## src/rgl_pkg.sv

```systemverilog
// Shared types and constants of the range gradient localizer.
package rgl_pkg;

    localparam int CNT_W      = 6;
    localparam int ROOT_STEPS = 33;
    localparam int DIV_STEPS  = 24;

    localparam logic [31:0] OWN_ID_RESET  = 32'd0;
    localparam logic [31:0] STEP_RESET    = 32'd65536;
    localparam logic [31:0] THR_RESET     = 32'd655;
    localparam logic [31:0] ONE_Q16       = 32'h0001_0000;
    localparam logic [7:0]  SKIP_LIMIT    = 8'h80;
    localparam logic [79:0] STEP_CAP      = 80'h1_0000_0000_00;

    localparam logic [1:0] CFG_OWN_ID    = 2'd0;
    localparam logic [1:0] CFG_RAND_SKIP = 2'd1;
    localparam logic [1:0] CFG_STEP      = 2'd2;
    localparam logic [1:0] CFG_THRESHOLD = 2'd3;

    typedef enum logic [3:0] {
        OP_NONE,
        OP_SQX,
        OP_SQY,
        OP_RINIT,
        OP_ROOT,
        OP_PRX,
        OP_PRY,
        OP_DIV,
        OP_ACC,
        OP_ULO,
        OP_UHI,
        OP_UFIN,
        OP_CLR
    } t_op;

    typedef struct packed {
        logic load;
        t_op  op;
        logic axis;
    } t_cmd;

    typedef struct packed {
        logic kind;
        logic skip;
    } t_status;

    typedef struct packed {
        logic               kind;
        logic signed [31:0] own_x;
        logic signed [31:0] own_y;
        logic [31:0]        neighbor_id;
        logic [15:0]        measured_distance;
        logic               target_known;
        logic signed [31:0] target_x;
        logic signed [31:0] target_y;
        logic [7:0]         random_byte;
    } t_in_word;

endpackage

```

## src/rgl_ctrl.sv

```systemverilog
// Controller state machine sequencing the localizer datapath.
module rgl_ctrl (
    input  logic             i_clk,
    input  logic             i_rst_n,
    input  logic             i_in_valid,
    output logic             o_in_ready,
    input  logic             i_out_ready,
    output logic             o_out_valid,
    input  rgl_pkg::t_status i_status,
    output rgl_pkg::t_cmd    o_cmd
);

    typedef enum logic [3:0] {
        S_IDLE, S_CHECK, S_SQX, S_SQY, S_RINIT, S_ROOT, S_PRX, S_PRY,
        S_DIV, S_ACC, S_UWAIT, S_ULO, S_UHI, S_UFIN, S_CLR
    } t_state;

    t_state                    r_state, n_state;
    logic [rgl_pkg::CNT_W-1:0] r_cnt, n_cnt;
    logic                      r_axis, n_axis;
    logic                      r_out_valid, n_out_valid;

    always_comb begin
        n_state     = r_state;
        n_cnt       = r_cnt;
        n_axis      = r_axis;
        n_out_valid = r_out_valid;
        o_cmd.load  = 1'b0;
        o_cmd.op    = rgl_pkg::OP_NONE;
        o_cmd.axis  = r_axis;
        if (r_out_valid && i_out_ready) begin
            n_out_valid = 1'b0;
        end
        unique case (r_state)
            S_IDLE: begin
                if (i_in_valid) begin
                    o_cmd.load = 1'b1;
                    n_state    = S_CHECK;
                end
            end
            S_CHECK: begin
                if (i_status.kind) begin
                    n_state = S_UWAIT;
                end else if (i_status.skip) begin
                    n_state = S_IDLE;
                end else begin
                    n_state = S_SQX;
                end
            end
            S_SQX: begin
                o_cmd.op = rgl_pkg::OP_SQX;
                n_state  = S_SQY;
            end
            S_SQY: begin
                o_cmd.op = rgl_pkg::OP_SQY;
                n_state  = S_RINIT;
            end
            S_RINIT: begin
                o_cmd.op = rgl_pkg::OP_RINIT;
                n_cnt    = '0;
                n_state  = S_ROOT;
            end
            S_ROOT: begin
                o_cmd.op = rgl_pkg::OP_ROOT;
                n_cnt    = r_cnt + 1'b1;
                if (r_cnt == rgl_pkg::CNT_W'(rgl_pkg::ROOT_STEPS - 1)) begin
                    n_state = S_PRX;
                end
            end
            S_PRX: begin
                o_cmd.op = rgl_pkg::OP_PRX;
                n_state  = S_PRY;
            end
            S_PRY: begin
                o_cmd.op = rgl_pkg::OP_PRY;
                n_cnt    = '0;
                n_state  = S_DIV;
            end
            S_DIV: begin
                o_cmd.op = rgl_pkg::OP_DIV;
                n_cnt    = r_cnt + 1'b1;
                if (r_cnt == rgl_pkg::CNT_W'(rgl_pkg::DIV_STEPS - 1)) begin
                    n_state = S_ACC;
                end
            end
            S_ACC: begin
                o_cmd.op = rgl_pkg::OP_ACC;
                n_state  = S_IDLE;
            end
            S_UWAIT: begin
                n_axis = 1'b0;
                if (!r_out_valid) begin
                    n_state = S_ULO;
                end
            end
            S_ULO: begin
                o_cmd.op = rgl_pkg::OP_ULO;
                n_state  = S_UHI;
            end
            S_UHI: begin
                o_cmd.op = rgl_pkg::OP_UHI;
                n_state  = S_UFIN;
            end
            S_UFIN: begin
                o_cmd.op = rgl_pkg::OP_UFIN;
                if (r_axis) begin
                    n_state = S_CLR;
                end else begin
                    n_axis  = 1'b1;
                    n_state = S_ULO;
                end
            end
            S_CLR: begin
                o_cmd.op    = rgl_pkg::OP_CLR;
                n_out_valid = 1'b1;
                n_state     = S_IDLE;
            end
            default: begin
                n_state = S_IDLE;
            end
        endcase
    end

    always_ff @(posedge i_clk) begin
        if (!i_rst_n) begin
            r_state     <= S_IDLE;
            r_cnt       <= '0;
            r_axis      <= 1'b0;
            r_out_valid <= 1'b0;
        end else begin
            r_state     <= n_state;
            r_cnt       <= n_cnt;
            r_axis      <= n_axis;
            r_out_valid <= n_out_valid;
        end
    end

    assign o_in_ready  = (r_state == S_IDLE);
    assign o_out_valid = r_out_valid;

endmodule

```

## config.mk

```make
export PLATFORM = sky130hd
export DESIGN_NAME = rgl_ctrl
export DESIGN_NICKNAME = d
export VERILOG_FILES = /design/src/rgl_pkg.sv /design/src/rgl_ctrl.sv
export SDC_FILE = /design/constraint.sdc
export NUM_CORES = 1
export LEC_CHECK = 0
export ABC_AREA = 1
export BUFFER_PORTS_ARGS = -buffer_cell sky130_fd_sc_hd__buf_4
export CORE_MARGIN = 1.5
export CORE_UTILIZATION = 30
export CTS_BUF_LIST = sky130_fd_sc_hd__clkbuf_4 sky130_fd_sc_hd__clkbuf_8
export CTS_CLUSTER_DIAMETER = 80
export DETAILED_ROUTE_END_ITERATION = 10
export PLACE_DENSITY = 0.46
export RECOVER_POWER = 25
export SLEW_MARGIN = 5
export SYNTH_ARGS = -nofsm -noshare
export SYNTH_HDL_FRONTEND = slang
export SYNTH_SLANG_ARGS = --single-unit
```

## constraint.sdc

```tcl
create_clock -name i_clk -period 1.6 [get_ports i_clk]
set_input_delay 0.48 -clock i_clk [delete_from_list [all_inputs] [get_ports i_clk]]
set_output_delay 0.48 -clock i_clk [all_outputs]
set_load 0.01 [all_outputs]
```

* Word-level counts from Yosys, hierarchy flattened
Index checks and enable logic that the tools add are counted.
Storage, ports and cells: flip-flop bits (word level) 12, bits in latches 0, bits in writable memories 0, ROM bits 0, input bits 6, output and inout bits 8, logic and storage cells 48, memories 0
Cells by class: add/sub/neg operators 1, multipliers 0, div/mod/pow operators 0, order comparisons 0, equal/unequal tests 20, shift-type cells 0, mux-type cells 15, bitwise operators 0, reductions and logical operators 8
Operators by type and width (number):
- $pmux 4 s13 | 1
- $pmux 4 s12 | 1
- $eq 4x4->1 const B | 7
- $mux 4 | 5
- $eq 4x3->1 const B | 4
- $pmux 6 s2 | 1
- $eq 4x2->1 const B | 2
- $ne 2x2->1 const B | 4
- $add 6x1->6 const B | 1
- $eq 6x5->1 const B | 1
- $eq 6x6->1 const B | 1
- $reduce_bool 2->1 | 3
- $eq 4x1->1 const B | 1
- $logic_not 4->1 | 1
- $mux 1 | 4
- $reduce_and 4->1 | 1
- $reduce_or 2->1 | 2
- $mux 3 | 1
- $mux 2 | 1
- $pmux 1 s2 | 1
- $logic_and 1x1->1 | 1

* Depth between registers and ports, before layout
Gate-level depths: netlist of run 1.
depth in word-level cells 3, mapped depth 9

* Worst setup path after synthesis of run 1
Ideal clock, no wire load.
path type reg-to-output, start register r_state[3], end output port o_cmd[2] (netlist name), arrival time 0.970 ns, data required time 1.120 ns, path slack 0.150 ns, cell stages (with the launch flop) 6, path buffers 0, cell sequence dfxtp_1 -> inv_2 -> nand2_1 -> inv_2 -> a21oi_1 -> nand3_1
RTL lines:
- start, declared | RTL line rgl_ctrl.sv:18 | t_state r_state, n_state;
- start signal, assigned | RTL line rgl_ctrl.sv:131 | r_state <= n_state;
- end, declared | RTL line rgl_ctrl.sv:10 | output rgl_pkg::t_cmd o_cmd

==> flow_summary.ini, run 1 <==
[pwr]
internal-power_uw = 902.0
switching_share_pct = 42.50
seqPwrFrac_pct = 26.7
p_per_area_mw_per_mm2 = 1246
p_clk_share_pct = 16.0
p_switching_uw = 666.8
ir_drop_v = 0.0009005
power.leakage_nw = 0.5747
combPwrFrac_pct = 57.3

[flow_run]
drv_cap = 0

[min_path]
min_path_type = in2reg
hold_path.startpoint = i_out_ready
hold_depth = 4
holdPathEnd = o_out_valid

[setup_path]
cp-end-kind = output pin
critPathArrivalTime_ns = 1.33
r2r_end = r_cnt[4]
crit_required_ns = 1.12
r2r_slack_ns = 0.18
cp-startpoint = r_state[3]
path_max_fanout = 4
reg2regPathDepth = 7
critPathLaunchType = flop
critical_path_class = reg2out
r2r_start = r_state[1]

[detailed_routing]
dr.first_iter.drc_count = 14
wl_per_cell_um = 11.91
viasPerCell = 4.798
dr.max_layer_used = met4
drt_first_pass_iters = 4
drc = 0
routed-wl-met3_um = 88
totalWireLength_mm = 2.359
drt-met1-wl_mm = 1.140
ant_nets = 0
wl_met2_mm = 1.083
num_vias = 950

[timing]
setup_violations = 6
clock_skew_ns = 0.002404
fmax_ghz = 0.5533
finalCriticalPeriod_ns = 1.807
hold_ws_ns = 0.4450
drv_slew = 0
final-hold-violation-count = 0
slew_headroom_pct = 77.09
rsz0062_at_grt = yes
tightest_slew_ns = 0.3416
fin_crit_sh_pct = 113.0
fin_ws_ns = -0.2073

[final_layout]
nets = 177
instances_no_fill = 198
multi_input_area_sq_um = 609.3
fillers = 258
num_antenna_cells = 0
synthToLayoutAreaGrowth_pct = 51.73
drive_gt1_share_pct = 42.26
fin_util_pct = 49.46
stdcell_area_sq_mm = 0.001259
regArea_sq_um = 255.2

[logic_synthesis]
synth_cell_types = 23
synth_adder_area_share_pct = 3.017
async_flop_share_pct = 0
ys_top_cells_by_area = dfxtp_1 29%, nand2_1 15%, nor2_1 9.5%, a21oi_1 8.4%, nand3_1 6.6%
yosysTopAreaCellShare_pct = 28.96
avgSynthCellArea_sq_um = 6.145
syn-cell-area_sq_um = 829.5
syn-num-nets = 143
synth_top_cell_by_area = dfxtp_1
yosys_warnings = 0
synth_simple_gate_area_share_pct = 41.48
ys.flop_type = dfxtp_1
synth_top_family_by_area = simple AND/OR/NAND/NOR gates
synth_compound_area_share_pct = 15.08
syn_inst = 135
synth_enable_flop_cells = 0
synth_mux_area_share_pct = 0
seq_area_frac_synth_pct = 28.96
synth_seq_cells = 12
yosys-top-cells-count = 33 x nand2_1, 21 x nor2_1, 14 x a21oi_1, 12 x dfxtp_1, 11 x nand3_1
yosysMostFrequentCell = nand2_1
synthXorXnorAreaFrac_pct = 1.056

[clock_tree]
cts_made_buffers = 3
clockRootBuffer = clkbuf_4
cts_tree = done
clock_latency_ns = 0.28
clkTransAtPathRegs_ns = 0.08
cts_sinks = 12
cts.path.max_buffers = 2
h-tree-depth = 1
cts_hold_buf = 0

[floorplan]
die_x_um = 55.59
die_y_um = 55.59
pin_count = 14
die-area_sq_mm = 0.003090
rows = 18
core_area_sq_mm = 0.002545
initial_core_util_pct = 32.60

[grt]
overflow = 0
grt_pass1_wl_mm = 4.002
grt_pass1_vias = 929
antenna_found_initial = 0
grt_max_degree = 11
grtUsageTotal_pct = 16.35

[placement]
dp_cells = 188
place_ws_ns = 0.01193
portBuffers = 13
dpl-instance-area_sq_mm = 0.001036
gp_congestion = 0.8871
dp_hpwl_mm = 1.693

[status]
violations = setup timing
outcome = finished with violations
-- state kept, by name, indices dropped and copies added, names as in the netlist --
name and cells:
r_cnt 6, r_state 4, r_axis 1, o_out_valid 1
-- cells in the final DEF (no fill, tap or decap), types with 2 or more instances in the layout --
cell / instances
inv_1: 10
nand2_4: 4
nor2_1: 15
nand3_1: 11
nand2_2: 3
dfxtp_1: 8
nor2_4: 5
inv_4: 3
a21oi_2: 4
dfxtp_4: 4
buf_6: 3
o21ai_0: 5
ha_1: 2
nand2_1: 28
buf_4: 27
inv_2: 3
a21oi_1: 12
nor2_2: 5
clkbuf_4: 3
-- critical path: stages (launching register included) --
cell and delay [ns]:
dfxtp_4 0.41, inv_4 0.06, nand2_8 0.09, nor2_4 0.05
nor3_4 0.20, nand3_1 0.10, buf_4 0.15
-- worst max path at each step --
| stage | cells past startpoint | end | slack (ns) |
|---|---|---|---|
| finish | 6 | o_cmd[1] | -0.21 |
| global route | 5 | o_cmd[1] | -0.27 |
| CTS | 6 | o_cmd[1] | -0.16 |
| detailed placement | 6 | o_cmd[2] | 0.01 |
| global placement | 6 | o_cmd[1] | 0.01 |
| floorplan | 5 | o_cmd[2] | 0.15 |
-- routing by layer --
layer,vias to the layer above,global-route usage (%)
li1,496,-
met1,428,21.29
met2,21,25.85
met3,5,4.186
met4,0,6.272
met5,-,0
-- stage by stage --
stage | TNS [ns] | total power [mW]
2_1_floorplan | 0 | 0.8073
3_3_place_gp | 0 | 1.072
3_5_place_dp | 0 | 1.063
4_1_cts | -0.7903 | 1.438
5_1_grt | -1.253 | 1.677
6_report | -0.8390 | 1.569
-- power by group through the flow --
stage,sequential (mW),combinational [mW],clock (mW)
floorplan,0.382,0.426,0
global placement,0.383,0.688,0
detailed placement,0.386,0.678,0
CTS,0.407,0.770,0.261
global route,0.425,0.977,0.275
finish,0.418,0.899,0.251
-- repair_timing --
action / CTS / global route
pin swaps: 6 / 10
setup endpoints to repair: 6 / 6
setup buffers: 2 / 4
resized for setup: 25 / 17
-- cell families (layout without fill, tap and decap cells) --
| family | Yosys count | count (layout) |
|---|---|---|
| compound gates | 23 | 23 |
| xor+xnor | 1 | 1 |
| fa+ha+maj | 2 | 2 |
| buf+inv | 20 | 53 |
| flops | 12 | 12 |
| simple gates | 77 | 77 |
-- layout make-up --
cell class,count,area share [%]
multi-input cells,103,48.41
flip-flops and latches,12,20.28
repair buffers,31,19.09
well taps,30,2.982
clock buffers,4,2.883
inverters,18,6.362
No activity file was read; power rests on OpenSTA's default activity.
==> inputs of run 2 (changes only) <==
ABC_AREA = unset   (was 1)
==> run 2 against run 1 <==
The flow still finishes with violations (setup timing); maximum frequency rose by 2.6%; sequential power fell by 11%; clock power increased by 2%; design area shrank 5.5%; wire length is 11% lower; non-clock buffer count grew 2; area after synthesis increased by 4.5%; critical path depth shrank 2; sequential share of layout area rose by 0.75 points; synthesized cell count fell by 15%.
==> flow_summary.ini, run 2 <==
[logic_synthesis]
synth_seq_cells = 12
syn-cell-area_sq_um = 867.1
async_flop_share_pct = 0
yosys-top-cells-count = 20 x nand2_1, 12 x dfxtp_1, 6 x a21oi_1, 6 x inv_1, 6 x nor2b_1
syn_inst = 115
yosysMostFrequentCell = nand2_1
ys.flop_type = dfxtp_1
yosys_warnings = 0
synth_cell_types = 40
synth_top_cell_by_area = dfxtp_1
ys_top_cells_by_area = dfxtp_1 28%, nand2_1 8.7%, nor2b_1 4.3%, a21oi_1 3.5%, ha_1 2.9%
synth_enable_flop_cells = 0
yosysTopAreaCellShare_pct = 27.71
syn-num-nets = 123
avgSynthCellArea_sq_um = 7.540
seq_area_frac_synth_pct = 27.71

[final_layout]
synthToLayoutAreaGrowth_pct = 37.23
drive_gt1_share_pct = 35.66
nets = 152
fin_util_pct = 43.15
largestRegisters = r_cnt: 6 flops, r_state: 4 flops
final_cell_mix = 29 x buf_4, 20 x nand2_1, 8 x dfxtp_1
final_common_cell = buf_4
stdcell_area_sq_mm = 0.001190
num_antenna_cells = 0
largest_reg_flops = 6
top_register = r_cnt

[detailed_routing]
viasPerCell = 5.236
wl_per_cell_um = 12.11
drt_first_pass_iters = 5
totalWireLength_mm = 2.108
ant_nets = 0
dr.first_iter.drc_count = 26
drc = 0
num_vias = 911

[placement]
dpl-instance-area_sq_mm = 0.001037
portBuffers = 13
place_ws_ns = 0.05163
gp_congestion = 0.8257
dp_hpwl_mm = 1.514

[clock_tree]
cts.path.max_buffers = 2
clkTransAtPathRegs_ns = 0.09
cts_tree = done
clock_latency_ns = 0.29
cts_hold_buf = 0
cts_sinks = 12
cts_made_buffers = 3
clockRootBuffer = clkbuf_4
h-tree-depth = 1

[floorplan]
initial_core_util_pct = 31.44
die_x_um = 56.76
die_y_um = 56.76
pin_count = 14
die-area_sq_mm = 0.003222
core_area_sq_mm = 0.002758
rows = 19

[flow_run]
drv_cap = 0

[grt]
grt_max_degree = 12
grtUsageTotal_pct = 13.34
overflow = 0
grt_pass1_vias = 760
grt_pass1_wl_mm = 3.401
antenna_found_initial = 0

[timing]
fmax_ghz = 0.5677
fin_crit_sh_pct = 110.1
final-hold-violation-count = 0
finalCriticalPeriod_ns = 1.762
rsz0062_at_grt = yes
fin_ws_ns = -0.1616
clock_skew_ns = 0.006686
drv_slew = 0
slew_headroom_pct = 81.39
tightest_slew_ns = 0.2753
setup_violations = 6

[min_path]
min_path_type = in2reg

[status]
outcome = finished with violations
violations = setup timing

[setup_path]
cp-end-kind = output pin
crit_required_ns = 1.12
critPathArrivalTime_ns = 1.28
critPathLaunchType = flop
path_max_fanout = 4
critical_path_class = reg2out

[pwr]
power.leakage_nw = 0.5233
ir_drop_v = 0.0006042
power.total_mw = 1.309
p_per_area_mw_per_mm2 = 1100
==> run 2: worst paths after layout <==
path | end | from | slack (ns) | depth (start not counted)
min | r_state[0] | i_rst_n | 0.48 | 3
min reg2reg | r_state[1] | o_out_valid | 0.49 | 2
max reg2reg | r_cnt[4] | r_state[2] | 0.06 | 9
max | o_cmd[5] | r_state[2] | -0.16 | 4
==> run 2: where the power goes <==
part           switching, mW  leakage (nW)  internal (mW)  total (mW)
sequential            0.0437        0.0995          0.331       0.374
combinational          0.317         0.403          0.362       0.680
clock                  0.116        0.0210          0.139       0.255
==> run 2: per-stage QoR <==
| stage | setup TNS, ns | instances | hold slack (ns) |
|---|---|---|---|
| 2_1_floorplan | 0 | 115 | 0.4899 |
| 3_3_place_gp | 0 | 161 | 0.4884 |
| 3_5_place_dp | 0 | 161 | 0.4908 |
| 4_1_cts | -0.5900 | 172 | 0.4743 |
| 5_1_grt | -0.8941 | 174 | 0.4901 |
| 6_report | -0.6457 | 174 | 0.4777 |
==> run 2: critical path, stage by stage (launching register included) <==
cell and delay (ns):
dfxtp_4 0.36, buf_6 0.13, nor4_4 0.25, and2_1 0.15
buf_4 0.11
==> run 2: final cells by class <==
type	instances	area (sq um)
fill	287	1568
multi-input combinational	88	575.6
timing repair buffer	33	266.5
sequential	12	250.2
tap	31	38.79
clock buffer	4	36.28
inverter	6	22.52
==> run 2: kinds of logic (layout without fill, tap and decap cells) <==
| family | Yosys count | in the layout | synth area share [%] |
|---|---|---|---|
| AND/OR/NAND/NOR | 51 | 51 | 31.60 |
| adder cells (fa/ha/maj) | 3 | 3 | 4.040 |
| AO/OA/AOI/OAI | 31 | 31 | 24.39 |
| XOR/XNOR | 2 | 2 | 2.021 |
| multiplexers | 1 | 1 | 1.299 |
| buffers and inverters | 15 | 43 | 8.947 |
| flip-flops | 12 | 12 | 27.71 |
==> run 2: what timing repair did <==
action / CTS / global route
setup endpoints to repair: 6 / 8
pin swaps: 5 / 5
gates resized for setup: 14 / 5
setup buffers: 7 / 2
==> run 2: metal layers <==
layer	global-route usage [%]	part of all wire [%]	wire length, um	vias to the layer above
met2	17.77	42	885	20
li1	-	-	-	468
met1	19.89	52	1096	418
met3	1.843	3.7	79	5
met4	7.973	2.2	46	0
met5	0	0	0	-
==> inputs of run 3 (changes only) <==
PLACE_DENSITY = unset   (was 0.46)
clock period = 1.9 ns   (was 1.6 ns; I/O delays follow)
==> run 3 against run 2 <==
The flow now finishes without violations; final cell count shrank 6.9%; wire length decreased by 8.1%; clock skew is 0.0025 ns lower; largest cell class unchanged; clock power decreased by 20%; design area is 11% lower; hold slack improved by 0.046 ns; highest routed layer is now met3; global-route usage shrank 1.5 points.
==> flow_summary.ini, run 3 (synthesized netlist as in run 2, its figures left out) <==
[status]
outcome = finished, final reports clean

[placement]
dp_hpwl_mm = 1.374
place_ws_ns = 0.1839
dpl-instance-area_sq_um = 993.5
gp_congestion = 0.8037
portBuffers = 13

[floorplan]
die_y_um = 56.76
die-area_sq_mm = 0.003222
core_area_sq_mm = 0.002758
pin_count = 14
initial_core_util_pct = 31.44
rows = 19
die_x_um = 56.76

[clock_tree]
cts_made_buffers = 3
cts_sinks = 12
clock_latency_ns = 0.27
clockRootBuffer = clkbuf_4
clkTransAtPathRegs_ns = 0.08
cts_tree = done
cts.path.max_buffers = 2
cts_hold_buf = 0
h-tree-depth = 1

[setup_path]
crit_chain = buf_4 -> nor4_2 -> and2_1 -> buf_4
reg2regPathDepth = 6
r2r_slack_ns = 0.33
critPathArrivalTime_ns = 1.28
path_max_fanout = 14
critical_path_class = reg2out
cp_common_cell = buf_4
cp-end-kind = output pin
endpoint = o_cmd[5]
critical_path_depth = 4
r2r_start = r_state[0]
slowest_stage = dfxtp_2
critPathLaunchType = flop
crit_required_ns = 1.33
worst-path-buf-inv = 2
r2r_end = r_cnt[5]
cp-startpoint = r_state[0]
crit_family = simple AND/OR/NAND/NOR gates
max_stage_delay_ns = 0.33

[final_layout]
final_common_cell = buf_4
fillers = 295
num_antenna_cells = 0
top_register = r_cnt
largest_reg_flops = 6
drive_gt1_share_pct = 27.48
stdcell_area_sq_mm = 0.001059
final_cell_mix = 21 x buf_4, 20 x nand2_1, 8 x dfxtp_1
nets = 140
largestRegisters = r_cnt: 6 flops, r_state: 4 flops
synthToLayoutAreaGrowth_pct = 22.08

[detailed_routing]
drt_first_pass_iters = 4
wl_per_cell_um = 11.96
num_vias = 853
dr.first_iter.drc_count = 31
totalWireLength_mm = 1.937
drc = 0
ant_nets = 0
viasPerCell = 5.265

[timing]
finalCriticalPeriod_ns = 1.852
rsz0062_at_grt = yes
slew_headroom_pct = 68.65
tightest_slew_ns = 0.4671
setup_violations = 0
fin_crit_sh_pct = 97.47
final-hold-violation-count = 0
drv_slew = 0
fin_ws_ns = 0.04811
clock_skew_ns = 0.004182
fmax_ghz = 0.5400

[pwr]
power.leakage_nw = 0.4534
power.total_uw = 955.1
ir_drop_v = 0.0005564
p_per_area_mw_per_mm2 = 902.3

[grt]
overflow = 0
grt_pass1_vias = 724
antenna_found_initial = 0
grt_pass1_wl_mm = 3.098
grtUsageTotal_pct = 11.85
grt_max_degree = 17

[min_path]
min_path_type = reg2reg

[flow_run]
drv_cap = 0
-- run 3: cell types whose count changed in the layout (fill, tap and decap cells not counted), moves of 2 or more --
cell / change
o21ai_0: +2
buf_6: -3
o21ai_1: -2
buf_4: -8
-- run 3: through the flow --
stage                     setup TNS (ns)  util [%]  cells  hold slack (ns)
after global routing            -0.05763     38.38    162           0.5562
after CTS                              0     37.79    160           0.5196
final                                  0     38.38    162           0.5240
after global placement                 0     36.03    156           0.5069
after floorplan                        0         -    115           0.4899
after detailed placement               0     36.03    156           0.5146
-- run 3: layout make-up --
class                      instances  area (sq um)  share of cell area [%]
sequential                        12         247.7                   23.40
timing repair buffer              21         157.7                   14.89
inverter                           6         22.52                   2.128
multi-input combinational         88         555.5                   52.48
tap                               31         38.79                   3.664
clock buffer                       4         36.28                   3.428
-- run 3: worst reg2reg max path, delay by kind of cell, from the launching register on --
kind,cells,cell delay [ns]
AOI/OAI and AO/OA,2,0.63
DFF,1,0.34
buffers and inverters,2,0.32
and+or+nand+nor,2,0.18
-- run 3: per-layer routing --
metal,up-vias,track usage (%),part of all wire (%)
met3,0,2.074,3.9
met1,394,15.64,48
met4,0,5.316,0
met5,-,0,0
li1,439,-,-
met2,20,18.77,48
-- run 3: worst min-delay path by stage --
stage                start    endpoint  depth (start not counted)
2_1_floorplan       r_axis      r_axis                          2
3_3_place_gp   o_out_valid  r_state[1]                          2
3_5_place_dp   o_out_valid  r_state[1]                          2
4_1_cts        o_out_valid  r_state[1]                          2
5_1_grt        o_out_valid  r_state[1]                          2
6_report       o_out_valid  r_state[1]                          2
-- run 3: power breakdown --
group / leakage (nW) / switching [mW] / internal, mW
sequential: 0.0992 / 0.0446 / 0.279
combinational: 0.333 / 0.221 / 0.207
clock: 0.0210 / 0.0872 / 0.116
-- run 3: timing repair --
item / in CTS / in global routing
endpoints found under the setup margin: 6 / 4
setup buffers: 0 / 2
gates resized for setup: 6 / 1
